### src/hw/rtl/bptl_pkg.sv
// ----------------------------------------------------------------------------
// bptl_pkg
// Shared types and constants for the binary paper-tape loader.
// ----------------------------------------------------------------------------
package bptl_pkg;

    // Loader phase
    typedef enum logic [1:0] {
        PH_LEADER = 2'd0,   // skipping leader
        PH_LOW    = 2'd1,   // high char seen, waiting for low char
        PH_NEXT   = 2'd2,   // word held until the following char is seen
        PH_DONE   = 2'd3    // loading ended
    } phase_t;

    // Load status codes
    localparam logic [1:0] ST_LOADING = 2'd0;
    localparam logic [1:0] ST_OK      = 2'd1;
    localparam logic [1:0] ST_EOT     = 2'd2;
    localparam logic [1:0] ST_CSUM    = 2'd3;

    // Special tape characters
    localparam logic [7:0] CH_RUBOUT  = 8'o377;
    localparam logic [7:0] CH_TRAILER = 8'o200;
    localparam logic [7:0] CH_BLANK   = 8'o000;

    localparam int unsigned FIELD_W  = 3;
    localparam int unsigned ORIGIN_W = 12;
    localparam int unsigned WORD_W   = 13;

    // One result of the loader
    typedef struct packed {
        logic                          write_valid;
        logic [FIELD_W+ORIGIN_W-1:0]   write_address;
        logic [ORIGIN_W-1:0]           write_data;
        logic                          finished;
        logic [1:0]                    load_status;
    } result_t;

endpackage

### src/hw/rtl/binary_paper_tape_loader.sv
// ----------------------------------------------------------------------------
// binary_paper_tape_loader
// Binary-format paper-tape loader: turns tape characters into memory writes.
// ----------------------------------------------------------------------------
// Input channel (s_): one request per tape character, or an end-of-tape mark
// with s_tape_end high. Result channel (m_): exactly one result per request,
// carrying an optional memory write (field:origin address, 12-bit data) and
// the load status.
// The result is registered and shows on m_ in the cycle after the request is accepted.
// Throughput: one request per cycle while m_ready is high; the character update
// is a single pass through the state logic into the result register.
// When the receiver stalls, the result register holds and s_ready drops
// until the held result is taken; s_ready stays high while m_ready is high.
// Reset (aresetn low, synchronous) returns the loader to leader skipping with
// cleared sum, origin and fields and drops m_valid.
// Once loading ends (success, premature end of tape or checksum error) every
// further request is answered with finished set and the same status.
// ----------------------------------------------------------------------------
module binary_paper_tape_loader (
    input  logic        aclk,
    input  logic        aresetn,
    input  logic        s_valid,
    output logic        s_ready,
    input  logic [7:0]  s_tape_char,
    input  logic        s_tape_end,
    output logic        m_valid,
    input  logic        m_ready,
    output logic        m_write_valid,
    output logic [14:0] m_write_address,
    output logic [11:0] m_write_data,
    output logic        m_finished,
    output logic [1:0]  m_load_status
);

    logic               accept;
    logic               m_valid_reg;
    bptl_pkg::result_t  step_res;
    bptl_pkg::result_t  res_reg;

    assign s_ready = !m_valid_reg || m_ready;
    assign accept  = s_valid && s_ready;

    bptl_core u_core (
        .aclk      (aclk),
        .aresetn   (aresetn),
        .step      (accept),
        .tape_char (s_tape_char),
        .tape_end  (s_tape_end),
        .res       (step_res)
    );

    always_ff @(posedge aclk) begin
        if (!aresetn) begin
            m_valid_reg <= 1'b0;
        end else if (accept) begin
            m_valid_reg <= 1'b1;
        end else if (m_ready) begin
            m_valid_reg <= 1'b0;
        end
    end

    // hold the result until taken
    always_ff @(posedge aclk) begin
        if (accept) begin
            res_reg <= step_res;
        end
    end

    assign m_valid         = m_valid_reg;
    assign m_write_valid   = res_reg.write_valid;
    assign m_write_address = res_reg.write_address;
    assign m_write_data    = res_reg.write_data;
    assign m_finished      = res_reg.finished;
    assign m_load_status   = res_reg.load_status;

endmodule

### src/hw/rtl/bptl_core.sv
// ----------------------------------------------------------------------------
// bptl_core
// Loader state and the per-character update; gives the result of the
// character presented on step.
// ----------------------------------------------------------------------------
module bptl_core (
    input  logic               aclk,
    input  logic               aresetn,
    input  logic               step,
    input  logic [7:0]         tape_char,
    input  logic               tape_end,
    output bptl_pkg::result_t  res
);

    bptl_pkg::phase_t phase_reg, phase_next;
    logic        skip_reg,      skip_next;
    logic [7:0]  high_char_reg, high_char_next;
    logic [12:0] pend_word_reg, pend_word_next;
    logic [7:0]  pend_high_reg, pend_high_next;
    logic [7:0]  pend_low_reg,  pend_low_next;
    logic [11:0] sum_reg,       sum_next;
    logic [11:0] origin_reg,    origin_next;
    logic [2:0]  afield_reg,    afield_next;
    logic [2:0]  nfield_reg,    nfield_next;
    logic        sect_done_reg, sect_done_next;
    logic [1:0]  status_reg,    status_next;
    logic [11:0] csum_diff;

    assign csum_diff = sum_reg - pend_word_reg[11:0];

    always_comb begin
        phase_next     = phase_reg;
        skip_next      = skip_reg;
        high_char_next = high_char_reg;
        pend_word_next = pend_word_reg;
        pend_high_next = pend_high_reg;
        pend_low_next  = pend_low_reg;
        sum_next       = sum_reg;
        origin_next    = origin_reg;
        afield_next    = afield_reg;
        nfield_next    = nfield_reg;
        sect_done_next = sect_done_reg;
        status_next    = status_reg;
        res            = '0;

        if (step && phase_reg != bptl_pkg::PH_DONE) begin
            if (tape_end) begin
                phase_next = bptl_pkg::PH_DONE;
                if (phase_reg == bptl_pkg::PH_LEADER && sect_done_reg) begin
                    status_next = bptl_pkg::ST_OK;
                end else begin
                    status_next = bptl_pkg::ST_EOT;
                end
            end else if (skip_reg) begin
                skip_next = 1'b0;
            end else if (tape_char == bptl_pkg::CH_RUBOUT) begin
                skip_next = 1'b1;
            end else if (tape_char > bptl_pkg::CH_TRAILER) begin
                nfield_next = tape_char[5:3];
            end else begin
                case (phase_reg)
                    bptl_pkg::PH_LEADER: begin
                        if (tape_char != bptl_pkg::CH_BLANK &&
                            tape_char != bptl_pkg::CH_TRAILER) begin
                            high_char_next = tape_char;
                            phase_next     = bptl_pkg::PH_LOW;
                        end
                    end
                    bptl_pkg::PH_LOW: begin
                        pend_high_next = high_char_reg;
                        pend_low_next  = tape_char;
                        // trailer as a low char lands in bit 7 of the word
                        pend_word_next = {high_char_reg[6:0], 6'b0} | {5'b0, tape_char};
                        phase_next     = bptl_pkg::PH_NEXT;
                    end
                    default: begin
                        if (tape_char == bptl_pkg::CH_TRAILER) begin
                            if (csum_diff != 12'd0) begin
                                phase_next  = bptl_pkg::PH_DONE;
                                status_next = bptl_pkg::ST_CSUM;
                            end else begin
                                sect_done_next = 1'b1;
                                sum_next       = '0;
                                origin_next    = '0;
                                afield_next    = '0;
                                nfield_next    = '0;
                                phase_next     = bptl_pkg::PH_LEADER;
                            end
                        end else begin
                            sum_next = sum_reg + {4'b0, pend_high_reg}
                                               + {4'b0, pend_low_reg};
                            if (pend_word_reg[12]) begin
                                // channel 7 set: origin word
                                origin_next = pend_word_reg[11:0];
                            end else begin
                                res.write_valid   = 1'b1;
                                res.write_address = {afield_reg, origin_reg};
                                res.write_data    = pend_word_reg[11:0];
                                origin_next       = origin_reg + 12'd1;
                            end
                            afield_next    = nfield_reg;
                            high_char_next = tape_char;
                            phase_next     = bptl_pkg::PH_LOW;
                        end
                    end
                endcase
            end
        end

        res.finished    = (phase_next == bptl_pkg::PH_DONE);
        res.load_status = status_next;
    end

    always_ff @(posedge aclk) begin
        if (!aresetn) begin
            phase_reg     <= bptl_pkg::PH_LEADER;
            skip_reg      <= 1'b0;
            high_char_reg <= '0;
            pend_word_reg <= '0;
            pend_high_reg <= '0;
            pend_low_reg  <= '0;
            sum_reg       <= '0;
            origin_reg    <= '0;
            afield_reg    <= '0;
            nfield_reg    <= '0;
            sect_done_reg <= 1'b0;
            status_reg    <= bptl_pkg::ST_LOADING;
        end else begin
            phase_reg     <= phase_next;
            skip_reg      <= skip_next;
            high_char_reg <= high_char_next;
            pend_word_reg <= pend_word_next;
            pend_high_reg <= pend_high_next;
            pend_low_reg  <= pend_low_next;
            sum_reg       <= sum_next;
            origin_reg    <= origin_next;
            afield_reg    <= afield_next;
            nfield_reg    <= nfield_next;
            sect_done_reg <= sect_done_next;
            status_reg    <= status_next;
        end
    end

endmodule

### config.mk
export PLATFORM = sky130hd
export DESIGN_NAME = binary_paper_tape_loader
export DESIGN_NICKNAME = d
export VERILOG_FILES = /design/src/hw/rtl/bptl_pkg.sv /design/src/hw/rtl/binary_paper_tape_loader.sv /design/src/hw/rtl/bptl_core.sv
export SDC_FILE = /design/constraint.sdc
export NUM_CORES = 1
export LEC_CHECK = 0
export ABC_AREA = 0
export ABC_CLOCK_PERIOD_IN_PS = 3250
export BUFFER_PORTS_ARGS = -buffer_cell sky130_fd_sc_hd__buf_2
export CAP_MARGIN = 20
export CORE_ASPECT_RATIO = 0.7
export CORE_UTILIZATION = 60
export CTS_CLUSTER_DIAMETER = 200
export DETAILED_ROUTE_END_ITERATION = 8
export HOLD_SLACK_MARGIN = 0.06
export PLACE_DENSITY = 0.8
export SETUP_SLACK_MARGIN = 0.05
export SLEW_MARGIN = 20
export SYNTH_ARGS = -nofsm -noshare
export SYNTH_HDL_FRONTEND = slang
export SYNTH_SLANG_ARGS = --single-unit
export TNS_END_PERCENT = 10
### constraint.sdc
create_clock -name aclk -period 3.25 [get_ports aclk]
set_clock_uncertainty 0.1 [all_clocks]
set_input_delay 0.65 -clock aclk [delete_from_list [all_inputs] [get_ports aclk]]
set_output_delay 0.65 -clock aclk [all_outputs]
set_load 0.02 [all_outputs]
==> results_dict.tcl <==
set metrics [dict create \
    viasPerCell 6.306 \
    cts_root_buf "clkbuf_16" \
    maxCapViolations 0 \
    antenna_found_initial 0 \
    critPathLaunchType "register" \
    ys_ff_latch 94 \
    synth_area_leaders "dfxtp_1 (25%), edfxtp_1 (19%), mux2i_1 (5.8%)" \
    path_class "reg -> reg" \
    async_reset_ff_share_pct 0 \
    track_usage_pct 30.21 \
    ant_nets 0 \
    fp.dieW_um 110.7 \
    synth_edf_count 31 \
    powerDensity_nw_per_um2 453.0 \
    wl_um 12430 \
    final_net_count 597 \
    dieHeight_um 78.09 \
    largest_reg_flops 15 \
    leakage_nw 2.361 \
    grt_pass1_vias 3821 \
    cts_hold_buf 0 \
    cp.required_ps 3250 \
    die_area_um2 8644 \
    vias 4168 \
    rsz0062_at_grt "yes" \
    postSynthCellCount 505 \
    area_growth_pct 16.39 \
    max_freq_mhz 315.9 \
    dr.first_iter.drc_count 459 \
    synth_fp_nets 547 \
    dp_hpwl_um 8672 \
    path_max_fanout 5 \
    slew_viol_final 0 \
    clk_pin_slew_worst_paths_ps 70 \
    drive_gt1_share_pct 18.21 \
    row_count 27 \
    worst_slack_ps 84.69 \
    period_minus_slack_ps 3165 \
    status "completed" \
    totalPowerFinal_w 0.002616 \
    gp_congestion 0.9727 \
    end_kind "register" \
    slew_headroom_pct 62.56 \
    cts_max_level 3 \
    port_buffers 45 \
    cts.sinks 94 \
    detail_route.wl_per_cell_um 18.81 \
    hold_class "reg -> reg" \
    final_common_cell "dfxtp_1" \
    peakVddDrop_uv 473.1 \
    yosys.cell_types.count 62 \
    netlist_area_um2 4962 \
    cts_buffers 9 \
    grt_max_degree 42 \
    setup_viol 0 \
    clkLatencyLatePin_ps 340 \
    arrival_ps 3170 \
    grt_pass1_wl_um 20170 \
    core-area_um2 7939 \
    dp_slack_ps 148.1 \
    finalCritPeriodShare_pct 97.39 \
    worst_pin_slew_ps 561.6 \
    layout_common_cells "dfxtp_1 (60), nor2_1 (54), buf_2 (45)" \
    num_antenna_cells 0 \
    first_pass_iters 5 \
    start_util_pct 62.51 \
    ys.flop_type "dfxtp_1" \
    seq_area_frac_synth_pct 44.18 \
    yosysTopAreaCell "dfxtp_1" \
    drc 0 \
    synth_top_area_share_pct 25.42 \
    io_pins 46 \
    cts_tree "done" \
    ys_warn_count 0 \
    grt.overflow.total 0 \
    synth.avg_cell_area_um2 9.826 \
    hold_viol 0 \
    clock_path_buffers 2 \
]
[what timing repair did]
action	CTS	global route
gates resized for setup	0	17
endpoints found under the setup margin	0	30
setup buffers	0	3
[report_power, final]
part           total (W)  internal (W)  leakage [nW]  switching (W)
logic           0.000226     0.0000831          1.38       0.000143
clock network    0.00113      0.000676         0.160       0.000454
registers        0.00126       0.00124         0.825      0.0000177
[cells in the mapped netlist (9+ instances only)]
master and count:
edfxtp_1 31, ha_1 20, inv_1 15, a21oi_1 31, nand3_1 15, fa_1 9
nand2_1 39, o21ai_0 14, nor2_1 54, and2_1 32, dfxtp_1 63, clkbuf_1 16
nor3_1 13, mux2i_1 29, and3_1 11, a32o_1 11
[layout make-up]
type / instances / area [µm²]
Multi-Input combinational cell: 372 / 2694
Clock inverter: 7 / 96.34
Clock buffer: 9 / 225.2
Inverter: 16 / 60.06
Tap cell: 101 / 126.4
Fill cell: 539 / 2163
Timing Repair Buffer: 62 / 377.9
Sequential cell: 94 / 2196
[routing by layer]
| metal | track usage (%) | wire [µm] | up-vias |
|---|---|---|---|
| met5 | 0 | 0 | - |
| li1 | - | - | 1949 |
| met3 | 7.027 | 1211 | 24 |
| met1 | 44.53 | 5626 | 1974 |
| met2 | 44.41 | 5379 | 221 |
| met4 | 8.400 | 215 | 0 |
[worst paths after layout]
check                                                         start                                  to  slack (ps)  cells past startpoint
worst max-delay path            u_core.pend_low_reg[4]$_SDFFE_PN0P_                m_finished$_DFFE_PP_          80                     11
worst min-delay path             u_core.origin_reg[11]$_SDFFE_PN0P_  u_core.origin_reg[11]$_SDFFE_PN0P_         370                      2
worst max register to register  u_core.pend_low_reg[4]$_SDFFE_PN0P_                m_finished$_DFFE_PP_          80                     11
worst min register to register   u_core.origin_reg[11]$_SDFFE_PN0P_  u_core.origin_reg[11]$_SDFFE_PN0P_         370                      2
[through the flow]
stage / cell area [µm²] / cells / hold WS, ps / utilization [%] / setup TNS (ps)
finish: 5776 / 661 / 373.6 / 72.75 / 0
global route: 5776 / 661 / 400.1 / 72.75 / -24.02
CTS: 5670 / 658 / 377.8 / 71.43 / 0
detailed placement: 5349 / 642 / 372.3 / 67.38 / 0
global placement: 5349 / 642 / 368.7 / 67.38 / 0
floorplan: 4962 / 505 / 341.7 / - / 0
[critical path, stage by stage, from the launching register on]
cell       delay [ps]
dfxtp_2           380
inv_1             130
ha_4              320
nand2_1           100
a211oi_4          270
o211ai_1          220
mux2i_1           210
a2111oi_4         450
buf_4             190
nand4_1           130
o221a_2           280
and3_1            140
[kinds of logic after synthesis]
family / count (synthesis) / share of synthesized area (%)
AND/OR/NAND/NOR: 191 / 19.16
adder cells (fa/ha/maj): 29 / 8.674
multiplexers: 30 / 6.077
buffers and inverters: 39 / 3.253
XOR/XNOR: 14 / 2.622
AO/OA/AOI/OAI: 108 / 16.04
flip-flops: 94 / 44.18
Note: power is estimated with default switching activity, not from simulation.
